==> config.mk <==
export PLATFORM = sky130hd
export DESIGN_NAME = tps_queue
export DESIGN_NICKNAME = d
export VERILOG_FILES = /design/src/sv/tps_pkg.sv /design/src/sv/tps_queue.sv
export SDC_FILE = /design/constraint.sdc
export NUM_CORES = 1
export LEC_CHECK = 0
export BUFFER_PORTS_ARGS = -buffer_cell sky130_fd_sc_hd__buf_2
export CAP_MARGIN = 20
export CELL_PAD_IN_SITES_DETAIL_PLACEMENT = 0
export CELL_PAD_IN_SITES_GLOBAL_PLACEMENT = 1
export CORE_ASPECT_RATIO = 1.1
export CORE_MARGIN = 2
export CORE_UTILIZATION = 50
export DETAILED_ROUTE_END_ITERATION = 6
export GPL_TIMING_DRIVEN = 0
export MAX_ROUTING_LAYER = met4
export PLACE_DENSITY = 0.86
export SYNTH_ARGS = -nofsm -noshare
export SYNTH_HDL_FRONTEND = slang
export SYNTH_SLANG_ARGS = --single-unit
export TNS_END_PERCENT = 100
==> constraint.sdc <==
create_clock -name clk -period 6.25 [get_ports clk]
set_input_delay 1.25 -clock clk [delete_from_list [all_inputs] [get_ports clk]]
set_output_delay 1.25 -clock clk [all_outputs]
set_load 0.1 [all_outputs]
==> src/sv/tps_pkg.sv <==
// shared types, widths and helpers for the triangle pixel shader
`default_nettype none
package tps_pkg;

	localparam int COORD_W     = 12;
	localparam int DIFF_W      = 13;
	localparam int PROD_W      = 26;
	localparam int CROSS_W     = 27;
	localparam int WIDE_W      = 54;
	localparam int DEN_W       = 51;
	localparam int DIV_W       = 58;
	localparam int CHAN_W      = 8;
	localparam int IDX_W       = 19;
	localparam int IDXF_W      = 23;
	localparam int COLOR_W     = 24;
	localparam int CFG_IDX_W   = 3;
	localparam int DIV_STEPS   = 8;
	localparam int QUEUE_DEPTH = 4;

	localparam int SCREEN_W_DEF = 640;
	localparam int SCREEN_H_DEF = 480;

	typedef enum logic [CFG_IDX_W-1:0] {
		REG_VERT_A_X      = 3'd0,
		REG_VERT_A_Y      = 3'd1,
		REG_VERT_B_X      = 3'd2,
		REG_VERT_B_Y      = 3'd3,
		REG_VERT_C_X      = 3'd4,
		REG_VERT_C_Y      = 3'd5,
		REG_FLAT_COLOR    = 3'd6,
		REG_GRADIENT_MODE = 3'd7
	} reg_idx_t;

	typedef struct packed {
		logic signed [COORD_W-1:0] ax;
		logic signed [COORD_W-1:0] ay;
		logic signed [COORD_W-1:0] bx;
		logic signed [COORD_W-1:0] by;
		logic signed [COORD_W-1:0] cx;
		logic signed [COORD_W-1:0] cy;
		logic [COLOR_W-1:0]        flat_color;
		logic                      gradient_mode;
	} cfg_t;

	typedef struct packed {
		logic             covered;
		logic             write_enable;
		logic [IDX_W-1:0] pixel_index;
	} meta_t;

	typedef struct packed {
		meta_t                     meta;
		logic signed [CROSS_W-1:0] cr_a;
		logic signed [CROSS_W-1:0] cr_b;
		logic signed [CROSS_W-1:0] cr_k;
	} qent_t;

	typedef struct packed {
		logic full;
		logic empty;
	} qstat_t;

	function automatic logic signed [DIFF_W-1:0] sdiff(input logic signed [COORD_W-1:0] a,
			input logic signed [COORD_W-1:0] b);
		sdiff = DIFF_W'(a) - DIFF_W'(b);
	endfunction

	function automatic logic signed [PROD_W-1:0] smul(input logic signed [DIFF_W-1:0] a,
			input logic signed [DIFF_W-1:0] b);
		smul = PROD_W'(a) * PROD_W'(b);
	endfunction

endpackage
`default_nettype wire

==> src/sv/tps_queue.sv <==
// short word queue between the front and back pipelines
`default_nettype none
module tps_queue import tps_pkg::*; #(
	parameter int DEPTH = QUEUE_DEPTH
) (
	input  logic   clk,
	input  logic   arst_n,
	input  logic   push,
	input  qent_t  push_data,
	input  logic   pop,
	output qent_t  pop_data,
	output qstat_t qstat
);

	localparam int PTR_W = (DEPTH > 1) ? $clog2(DEPTH) : 1;
	localparam int CNT_W = $clog2(DEPTH + 1);

	qent_t ent_q [DEPTH];
	logic [PTR_W-1:0] wr_q, rd_q;
	logic [CNT_W-1:0] cnt_q;
	logic do_push, do_pop;

	assign qstat.full  = (cnt_q == CNT_W'(DEPTH));
	assign qstat.empty = (cnt_q == '0);
	assign do_push     = push && !qstat.full;
	assign do_pop      = pop && !qstat.empty;
	assign pop_data    = ent_q[rd_q];

	always_ff @(posedge clk or negedge arst_n) begin
		if (!arst_n) begin
			wr_q  <= '0;
			rd_q  <= '0;
			cnt_q <= '0;
		end else begin
			if (do_push) begin
				wr_q <= (wr_q == PTR_W'(DEPTH - 1)) ? '0 : wr_q + 1'b1;
			end
			if (do_pop) begin
				rd_q <= (rd_q == PTR_W'(DEPTH - 1)) ? '0 : rd_q + 1'b1;
			end
			if (do_push && !do_pop) begin
				cnt_q <= cnt_q + 1'b1;
			end else if (do_pop && !do_push) begin
				cnt_q <= cnt_q - 1'b1;
			end
		end
	end

	always_ff @(posedge clk) begin
		if (do_push) begin
			ent_q[wr_q] <= push_data;
		end
	end

endmodule
`default_nettype wire

==> results of run 1 <==
-- per-stage QoR --
| stage | utilization, % | setup slack [ns] | hold slack [ns] | std cells |
|---|---|---|---|---|
| floorplan | - | 0.1037 | 0.4927 | 570 |
| global placement | 56.27 | -3.267 | 0.5147 | 1153 |
| detailed placement | 56.92 | 3.058 | 0.5282 | 1160 |
| CTS | 61.17 | 2.531 | 0.5225 | 1234 |
| global route | 61.20 | 2.495 | 0.5309 | 1237 |
| finish | 61.20 | 2.639 | 0.5444 | 1237 |
-- worst paths after layout --
kind	start	to	slack [ns]
max	rd_q[1]	pop_data[28]	2.64
min	cnt_q[2]	cnt_q[2]	0.54
max reg2reg	cnt_q[2]	ent_q[1][34]	3.82
min reg2reg	cnt_q[2]	cnt_q[2]	0.54
max in group asynchronous	arst_n	cnt_q[2]	5.55
min in group asynchronous	arst_n	rd_q[1]	0.55
-- registers in the layout (all words and copies together) (netlist names) --
register and cells:
wr_q 2, cnt_q 3, ent_q 408, rd_q 2
-- cell families after synthesis --
logic type               Yosys count
AND/OR/NAND/NOR                   11
AO/OA/AOI/OAI                      2
adder cells (fa/ha/maj)            7
multiplexers                     106
flip-flops                       415
buffers and inverters             26
XOR/XNOR                           3
-- layout make-up --
cell class / count / area [um^2] / share of cell area, %
sequential: 415 / 12430 / 68.30
multi-input combinational: 129 / 2564 / 14.09
timing repair buffer: 216 / 1224 / 6.726
clock buffer: 51 / 1074 / 5.901
tap: 374 / 467.9 / 2.572
buffer: 23 / 227.7 / 1.252
clock inverter: 23 / 191.4 / 1.052
inverter: 3 / 11.26 / 0.06189
antenna: 3 / 7.507 / 0.04126
-- cell usage after synthesis --
cell and n:
edfxtp_1 408, mux4_2 102, buf_2 8, dfrtp_1 7, buf_12 6, ha_1 6
buf_4 4, mux2_2 4, and2_1 3, buf_1 3, inv_1 3, nor2_1 3
nor3_1 2, xor2_1 2, a21o_1 1, buf_6 1, buf_8 1, fa_1 1
nand2_1 1, nor2b_2 1, nor3b_2 1, o31ai_2 1, xnor2_1 1
-- layout by cell type, fill, tap and decap left out, drive strengths merged --
cell type  synthesis  routed
edfxtp           408     408
buf               23     239
mux4             102     102
clkbuf             0      51
clkinv             0      16
dfrtp              7       7
ha                 6       6
inv                3       6
mux2               4       4
diode              0       3
and2               3       3
bufinv             0       3
nor2               3       3
nor3               2       2
xor2               2       2
nor3b              1       1
nor2b              1       1
o31ai              1       1
nand2              1       1
xnor2              1       1
a21o               1       1
fa                 1       1
clkinvlp           0       1
-- critical path, stage by stage (launching register included) --
cell	delay (ns)
dfrtp_1	0.43
buf_2	0.34
buf_2	0.35
mux4_2	0.28
buf_2	0.43
-- per-layer routing --
metal	vias up	global-route usage [%]	wire length, um
met1	3555	22.17	10870
met4	0	5.424	703
li1	2990	-	-
met5	-	-	0
met3	51	3.661	1525
met2	199	30.85	14540
==> metrics, run 1 <==
outcome complete, no violations; simple-gate portion of the synthesized area less than 1%; Initial Util 51.18%; HP Class reg2reg; DIE WIDTH 170.3 um; pin count of the biggest net entering global routing between 50 and 60; number of top-level pins 210; top area cells in the synthesized netlist edfxtp_1 (81%), mux4_2 (15%), dfrtp_1 (1.2%); endpoints failing setup 0; relative slew slack between 40% and 50%; Post-Synth XOR/XNOR Area less than 1%; post-placement cell area ~0.017 mm^2; fraction of layout cells with a size suffix above 1 a little under half; total track usage between 10% and 20%; via count slightly below 7000; row count 66; dpl hpwl 17440 um; die area between 0.03 and 0.04 mm^2; wire length of the first global-routing pass approximately 42000 um; Post-Synth Adder-Cell Area less than 1%; Post-Syn Area per Cell 26.69 um^2; CP Capture Type output port; main combinational cell family by area after synthesis multiplexers; DR DRC count 0; Pre-antenna DRT Iters 6; CTS buffer count a little over 40; TritonCTS clock tree built; R2R depth 4; Area growth syn-to-layout 19.58%; grt total ovfl 0; initial antenna violation count 3; clk_lat worst skew 0.52 ns; crit path DAT about 2.4 ns; register bit total from synthesis just over 400; drt via density roughly 5.5; Worst-Margin Slew 0.8585 ns; Period minus WS final 3.611 ns; Hold Fails Final Rpt 0; clock sink count about 420; critical path required time ~5.0 ns; CP Max Fanout 10; clock skew between 0.02 and 0.025 ns; final WL 27640 um; H-tree depth 2; max-slew violations 0; post-route setup TNS 0 ns; mux share of post-synthesis cell area 15.39%; Clock Root Buffer clkbuf_16; gp weighted congestion between 0.7 and 0.8; CP Launch Type flip-flop; synthesized instance count 570; Initial DRC Count approximately 490; Final Cell Area ~0.018 mm^2; Worst-path clk slew 0.06 ns; syn_nets just under 700; CP Class reg2out; DRT antenna net count 0; top-area cell type share of the netlist area between 80% and 90%; hold_buf cts 0; # Max-Cap Violations 0; WL/cell 22.34 um; sequential-to-total area share from yosys stat roughly 80%; final net count 942; synth warn 0; cts repair resizes 0; Compound-Gate Fraction of Synth Area less than 1%; Setup Fix Bufs, Post-CTS 0; DIE HEIGHT approximately 190 um; worst-case clock buffer depth 3; area leader, netlist edfxtp_1; Placeable Area 0.02973 mm^2; fill count 2044; synth unique cells 23; vias in the first global route approximately 7300; Final period util 57.77%; max frequency 276.9 MHz; port bufs 209; Hold Path Depth 1; area of the mapped netlist 0.01521 mm^2; RSZ-0062 raised after global routing false
Power of run 1 is not shown: default switching activity piles up to over one toggle a cycle in this logic, so the estimate is an artifact.
==> run 2: changes to the inputs <==
--- a/config.mk
+++ b/config.mk
@@ -5,17 +5,18 @@
 export SDC_FILE = /design/constraint.sdc
 export NUM_CORES = 1
 export LEC_CHECK = 0
+export ABC_AREA = 1
 export BUFFER_PORTS_ARGS = -buffer_cell sky130_fd_sc_hd__buf_2
 export CAP_MARGIN = 20
 export CELL_PAD_IN_SITES_DETAIL_PLACEMENT = 0
 export CELL_PAD_IN_SITES_GLOBAL_PLACEMENT = 1
 export CORE_ASPECT_RATIO = 1.1
 export CORE_MARGIN = 2
-export CORE_UTILIZATION = 50
+export CORE_UTILIZATION = 43
 export DETAILED_ROUTE_END_ITERATION = 6
 export GPL_TIMING_DRIVEN = 0
 export MAX_ROUTING_LAYER = met4
-export PLACE_DENSITY = 0.86
+export PLACE_DENSITY = 0.83
 export SYNTH_ARGS = -nofsm -noshare
 export SYNTH_HDL_FRONTEND = slang
 export SYNTH_SLANG_ARGS = --single-unit
==> constraint.sdc (replaced) <==
create_clock -name clk -period 2.95 [get_ports clk]
set_input_delay 0.59 -clock clk [delete_from_list [all_inputs] [get_ports clk]]
set_output_delay 0.59 -clock clk [all_outputs]
set_load 0.1 [all_outputs]
==> run 2 against run 1 <==
  * Count of clock-buffer cells in the layout is 4 higher
  * Design area is 12% higher
  * Non-clock buffer count grew 56
  * Die area grew 28%
  * Global-route usage rose by 1.6 points
  * Flip-flop and latch count stayed put
  * Synthesized cell count rose by 120%
  * Worst setup slack got worse by 2.5 ns
  * Utilization shrank 8.8 points
==> metrics, run 2 <==
reg2reg start cnt_q[0] (was cnt_q[2]); CP Max Fanout 10 (unchanged); endpoints failing setup 0 (unchanged); WL/cell 18.88 um (was 22.34 um); Post-synth EDFFs 408 (unchanged); Post-Synth XOR/XNOR Area 0.05196% (was 0.1727%); Pre-antenna DRT Iters 5 (was 6); # Max-Cap Violations 0 (unchanged); clk_lat worst skew 0.54 ns (was 0.52 ns); main combinational cell family by area after synthesis compound AO/OA/AOI/OAI gates (was multiplexers); DIE HEIGHT 211.7 um (was 187.0 um); row count 76 (was 66); area of the mapped netlist 0.01686 mm^2 (was 0.01521 mm^2); number of top-level pins 210 (unchanged); Final period util a little over nine tenths; synth warn 0 (unchanged); wire length of the first global-routing pass 58420 um (was 42150 um); HP Class in2reg (was reg2reg); most frequent cell after synthesis edfxtp_1 (unchanged); most frequent cells in the layout edfxtp_1 (408), nand2_1 (321), inv_1 (219) (was edfxtp_1 (408), buf_2 (217), mux4_2 (102)); gp weighted congestion 0.7560 (was 0.7064); DR DRC count 0 (unchanged); simple-gate portion of the synthesized area 7.526% (was 0.4276%); most common cell after layout, fill and taps aside edfxtp_1 (unchanged); Post-Syn Area per Cell 13.46 um^2 (was 26.69 um^2); clock skew 0.01318 ns (was 0.02101 ns); grt total ovfl 0 (unchanged); final WL 39040 um (was 27640 um); Worst-Margin Slew 0.9203 ns (was 0.8585 ns); synth unique cells 18 (was 23); fraction of layout cells with a size suffix above 1 23.14% (was 46.98%); TritonCTS clock tree built (unchanged); DRT antenna net count 0 (unchanged); register bit total from synthesis 415 (unchanged); via count 10210 (was 6795); vias in the first global route 10270 (was 7346); top-area cell type share of the netlist area 72.68% (was 80.53%); Hold Fails Final Rpt 0 (unchanged); port bufs 209 (unchanged); Reg with most FFs ent_q (unchanged); Largest register FFs 408 (unchanged); Compound-Gate Fraction of Synth Area 9.174% (was 0.1316%); critical path's largest stage delay 0.44 ns (was 0.43 ns); area leader, netlist edfxtp_1 (unchanged); mux share of post-synthesis cell area 0% (was 15.39%); drt via density 4.935 (was 5.493); Area growth syn-to-layout 21.00% (was 19.58%); CP Launch Type flip-flop (unchanged); fraction of registers with async set/reset 1.687% (unchanged); Largest regs ent_q (408), cnt_q (3) (unchanged); crit path DAT 2.25 ns (was 2.36 ns); CP Capture Type output port (unchanged); Period minus WS final between 2 and 3 ns; die area 0.04080 mm^2 (was 0.03184 mm^2); Place WS 0.2599 ns (was 3.058 ns); Setup Fix Bufs, Post-CTS 0 (unchanged); Placeable Area 0.03889 mm^2 (was 0.02973 mm^2); worst-case clock buffer depth 3 (unchanged); final setup margin 0.1090 ns (was 2.639 ns); outcome complete, no violations (unchanged); top area cells in the synthesized netlist edfxtp_1 (73%), o211ai_1 (9.0%), nand2_1 (7.1%) (was edfxtp_1 (81%), mux4_2 (15%), dfrtp_1 (1.2%)); CP Class reg2out (unchanged); Layout Cells excl Fill 2068 (was 1237); pin count of the biggest net entering global routing 29 (was 55); Primary FF master, synth edfxtp_1 (unchanged); synthesized instance count 1252 (was 570); crit path from rd_q[1] (unchanged); Post-Synth Adder-Cell Area 0.5641% (was 0.6250%); Post-Place Cells 1984 (was 1160); Critical Path, Cell by Cell buf_4 > buf_4 > buf_2 > o211ai_1 > nand2_1 > buf_2 (was buf_2 > buf_2 > mux4_2 > buf_2); sequential-to-total area share from yosys stat 73.72% (was 81.68%); Initial DRC Count 620 (was 486); CTS buffer count 42 (was 41); relative slew slack 38.50% (was 42.77%); Worst-path clk slew 0.06 ns (about the same); RSZ-0062 raised after global routing false (unchanged); total track usage 19.81% (was 18.16%); max frequency around 350 MHz; dpl hpwl 24980 um (was 17440 um); initial antenna violation count 4 (was 3); Worst Hold Launch push_data[83] (was cnt_q[2]); Worst path slowest cell buf_2 (was dfrtp_1); Initial Util 43.34% (was 51.18%); synth cell count leaders edfxtp_1 (408), nand2_1 (321), inv_1 (219) (was edfxtp_1 (408), mux4_2 (102), buf_2 (8)); H-tree depth 2 (unchanged); final net count 1635 (was 942); DIE WIDTH 192.8 um (was 170.3 um); critical path required time 2.36 ns (was 5.00 ns); Fin Hold WS 0.2619 ns (was 0.5444 ns); clock sink count 415 (unchanged); syn_nets 1365 (was 683); max-slew violations 0 (unchanged); Clock Root Buffer clkbuf_16 (unchanged)
run 2: cell types whose count changed in the layout (fill, tap and decap cells not counted), moves of 7 or more:
| cell | before | now |
|---|---|---|
| buf_2 | 217 | 201 |
| buf_4 | 4 | 13 |
| buf_6 | 1 | 35 |
| clkbuf_4 | 0 | 18 |
| clkbuf_8 | 1 | 11 |
| inv_1 | 3 | 219 |
| mux4_2 | 102 | 0 |
| nand2_1 | 1 | 321 |
| nand3_1 | 0 | 7 |
| o211ai_1 | 0 | 202 |
run 2: worst paths after layout:
| kind | end | slack [ns] | cells past startpoint |
|---|---|---|---|
| max in group asynchronous | cnt_q[1] | 2.35 | 2 |
| min | ent_q[2][83] | 0.26 | 1 |
| min reg2reg | cnt_q[2] | 0.51 | 2 |
| min in group asynchronous | wr_q[0] | 0.42 | 2 |
| max reg2reg | ent_q[1][42] | 0.33 | 6 |
| max | pop_data[77] | 0.11 | 6 |
run 2: cell type report:
class	instances	area, um^2
Tap cell	507	634.4
Buffer	69	685.7
Timing Repair Buffer	226	1459
Clock buffer	55	1164
Inverter	220	825.8
Fill cell	3270	18500
Antenna cell	5	12.51
Clock inverter	23	240.2
Multi-Input combinational cell	548	2949
Sequential cell	415	12430
run 2: routing by layer:
metal,up-vias,wire (um),track usage (%)
met5,-,0,-
met4,0,739,5.528
met3,53,2130,3.415
met2,252,19780,33.15
met1,4990,16390,24.86
li1,4910,-,-
run 2: repair_timing:
item / in CTS / in global routing
hold buffers: 1 / 0
endpoints found under the hold margin: 7 / 0
gates resized for setup: 3 / 18
pin swaps: 0 / 0
setup endpoints to repair: 3 / 18
run 2: kinds of logic (layout without fill, tap and decap cells):
group / count (synthesis) / count (layout)
AO/OA/AOI/OAI: 205 / 205
AND/OR/NAND/NOR: 335 / 335
buffers and inverters: 289 / 593
XOR/XNOR: 1 / 1
adder cells (fa/ha/maj): 7 / 7
flip-flops: 415 / 415
other: 0 / 5
run 2: worst max-delay path: cells and delay by family, from the launching register on:
| family | cells | cell delay [ns] |
|---|---|---|
| AO/OA/AOI/OAI | 1 | 0.14 |
| buffers and inverters | 4 | 1.13 |
| flip-flops | 1 | 0.35 |
| AND/OR/NAND/NOR | 1 | 0.08 |
run 2: metrics by stage:
stage | setup TNS (ns) | instance area, um^2 | utilization [%]
after floorplan | -374.95 | 16870 | -
after global placement | -1356.78 | 18550 | 47.69
after detailed placement | 0 | 18920 | 48.64
after CTS | 0 | 20340 | 52.30
after global routing | 0 | 20390 | 52.44
final | 0 | 20400 | 52.45
Power of run 2 is left out for the same reason.
==> run 3: changes to the inputs <==
--- a/config.mk
+++ b/config.mk
@@ -10,7 +10,6 @@
 export CAP_MARGIN = 20
 export CELL_PAD_IN_SITES_DETAIL_PLACEMENT = 0
 export CELL_PAD_IN_SITES_GLOBAL_PLACEMENT = 1
-export CORE_ASPECT_RATIO = 1.1
 export CORE_MARGIN = 2
 export CORE_UTILIZATION = 43
 export DETAILED_ROUTE_END_ITERATION = 6
==> run 3 against run 2 <==
  * Sequential share of layout area fell by 0.24 points
  * Critical path type unchanged
  * Largest cell class unchanged
  * Clock skew rose by 0.00058 ns
  * Global-route usage fell by 0.31 points
  * Critical endpoint is now pop_data[63]
  * Cell count rose by 0.77%
  * Die area barely moved
  * Via count rose by 0.70%
  * Critical path depth did not move
==> metrics, run 3 (synthesis results as in run 2) <==
Clock Root Buffer clkbuf_16 (unchanged); relative slew slack 59.79% (was 38.50%); port bufs 209 (unchanged); pin count of the biggest net entering global routing 29 (unchanged); Reg with most FFs ent_q (unchanged); Worst path slowest cell buf_2 (unchanged); initial antenna violation count 6 (was 4); Fin Hold WS 0.2405 ns (was 0.2619 ns); wire length of the first global-routing pass 58410 um (was 58420 um); worst-case clock buffer depth 3 (unchanged); worst reg2reg endpoint ent_q[0][18] (was ent_q[1][42]); most common cell after layout, fill and taps aside edfxtp_1 (unchanged); total track usage 19.50% (was 19.81%); Area growth syn-to-layout 21.48% (was 21.00%); Initial Util 43.62% (was 43.34%); Largest register FFs 408 (unchanged); drt via density 4.931 (was 4.935); Worst-Margin Slew 0.6018 ns (was 0.9203 ns); Util after Layout 52.99% (was 52.45%); max frequency 350.5 MHz (was 352.0 MHz); grt total ovfl 0 (unchanged); Pre-antenna DRT Iters 5 (unchanged); Hold Path Depth 1 (unchanged); clock sink count 415 (unchanged); CTS buffer count 45 (was 42); gp weighted congestion 0.7408 (was 0.7560); CP Max Fanout 10 (unchanged); final net count 1638 (was 1635); die area 0.04080 mm^2 (about the same); Final period util 96.71% (was 96.31%); outcome complete, no violations (unchanged); Final Cell Area 0.02048 mm^2 (was 0.02040 mm^2); dpl hpwl 24740 um (was 24980 um); Hold Fails Final Rpt 0 (unchanged); Worst-path clk slew 0.06 ns (about the same); via count 10280 (was 10210); Critical Path, Cell by Cell buf_4 > buf_4 > buf_2 > o211ai_1 > nand2_1 > buf_2 (unchanged); TritonCTS clock tree built (unchanged); R2R depth 7 (was 6); H-tree depth 2 (unchanged); max-slew violations 0 (unchanged); critical path's largest stage delay 0.42 ns (was 0.44 ns); fraction of layout cells with a size suffix above 1 23.27% (was 23.14%); Placeable Area 0.03865 mm^2 (was 0.03889 mm^2); CP Capture Type output port (unchanged); row count 72 (was 76); DR DRC count 0 (unchanged); Initial DRC Count 645 (was 620); Reg2Reg Setup Slack 0.41 ns (was 0.33 ns); HP Class in2reg (unchanged); CP Class reg2out (unchanged); crit path DAT 2.26 ns (was 2.25 ns); clk_lat worst skew 0.56 ns (was 0.54 ns); reg2reg start cnt_q[0] (unchanged); critical path required time 2.36 ns (about the same); Layout Cells excl Fill 2084 (was 2068); Largest regs ent_q (408), cnt_q (3) (unchanged); post-placement cell area 0.01891 mm^2 (was 0.01892 mm^2); Worst Hold Launch push_data[18] (was push_data[83]); CP Launch Type flip-flop (unchanged); endpoints failing setup 0 (unchanged); final WL 38670 um (was 39040 um); WL/cell 18.55 um (was 18.88 um); Period minus WS final 2.853 ns (was 2.841 ns); RSZ-0062 raised after global routing false (unchanged); Post-Place Cells 1995 (was 1984); # Max-Cap Violations 0 (unchanged); DIE HEIGHT 202 um (was 211.7 um); clock skew 0.01376 ns (was 0.01318 ns); crit path from rd_q[1] (unchanged); number of top-level pins 210 (unchanged); DIE WIDTH 202 um (was 192.8 um); vias in the first global route 10180 (was 10270); Hold EP ent_q[1][18] (was ent_q[2][83]); DRT antenna net count 0 (unchanged); Setup Fix Bufs, Post-CTS 0 (unchanged); most frequent cells in the layout edfxtp_1 (408), nand2_1 (321), inv_1 (219) (unchanged)
-- run 3: cell count changes in the layout (fill, tap and decap cells not counted), sizes merged --
cell      delta
clkbuf      +38
bufinv       -3
diode        +1
buf         -38
clkinvlp     +3
clkinv       +4
-- run 3: per-layer routing --
metal / share of wire, % / global-route usage [%]
met5: 0 / -
met4: 1.8 / 6.408
met3: 6.0 / 3.773
met2: 50 / 31.60
met1: 42 / 24.80
-- run 3: worst max path at each step --
| stage | endpoint | depth (start not counted) |
|---|---|---|
| 2_1_floorplan | ent_q[0][0] | 2 |
| 3_3_place_gp | ent_q[3][31] | 3 |
| 3_5_place_dp | ent_q[0][18] | 6 |
| 4_1_cts | pop_data[20] | 6 |
| 5_1_grt | pop_data[57] | 6 |
| 6_report | pop_data[63] | 6 |
-- run 3: area by class of cell --
type                       count  area, um^2
antenna                        6       15.01
buffer                        69       685.7
clock buffer                  55        1206
clock inverter                27       185.2
fill                        3120       18170
inverter                     220       825.8
multi-input combinational    548        2949
sequential                   415       12430
tap                          518       648.1
timing repair buffer         226        1536
-- run 3: critical path: cells and delay by family, from the launching register on --
family / cells / cell delay [ns]
AND/OR/NAND/NOR: 1 / 0.09
AO/OA/AOI/OAI: 1 / 0.13
buffers and inverters: 4 / 1.10
flip-flops: 1 / 0.37
-- run 3: stage by stage --
stage          worst slack (ns)  setup TNS, ns
2_1_floorplan           -0.9190        -374.95
3_3_place_gp             -3.343       -1343.83
3_5_place_dp             0.3755              0
4_1_cts                0.001555              0
5_1_grt               0.0003400              0
6_report                0.09715              0
-- run 3: repair_timing --
action / CTS / global route
hold buffers: 1 / 0
endpoints found under the setup margin: 4 / 57
hold endpoints to repair: 7 / 0
resized for setup: 4 / 58
Power of run 3 is left out for the same reason.
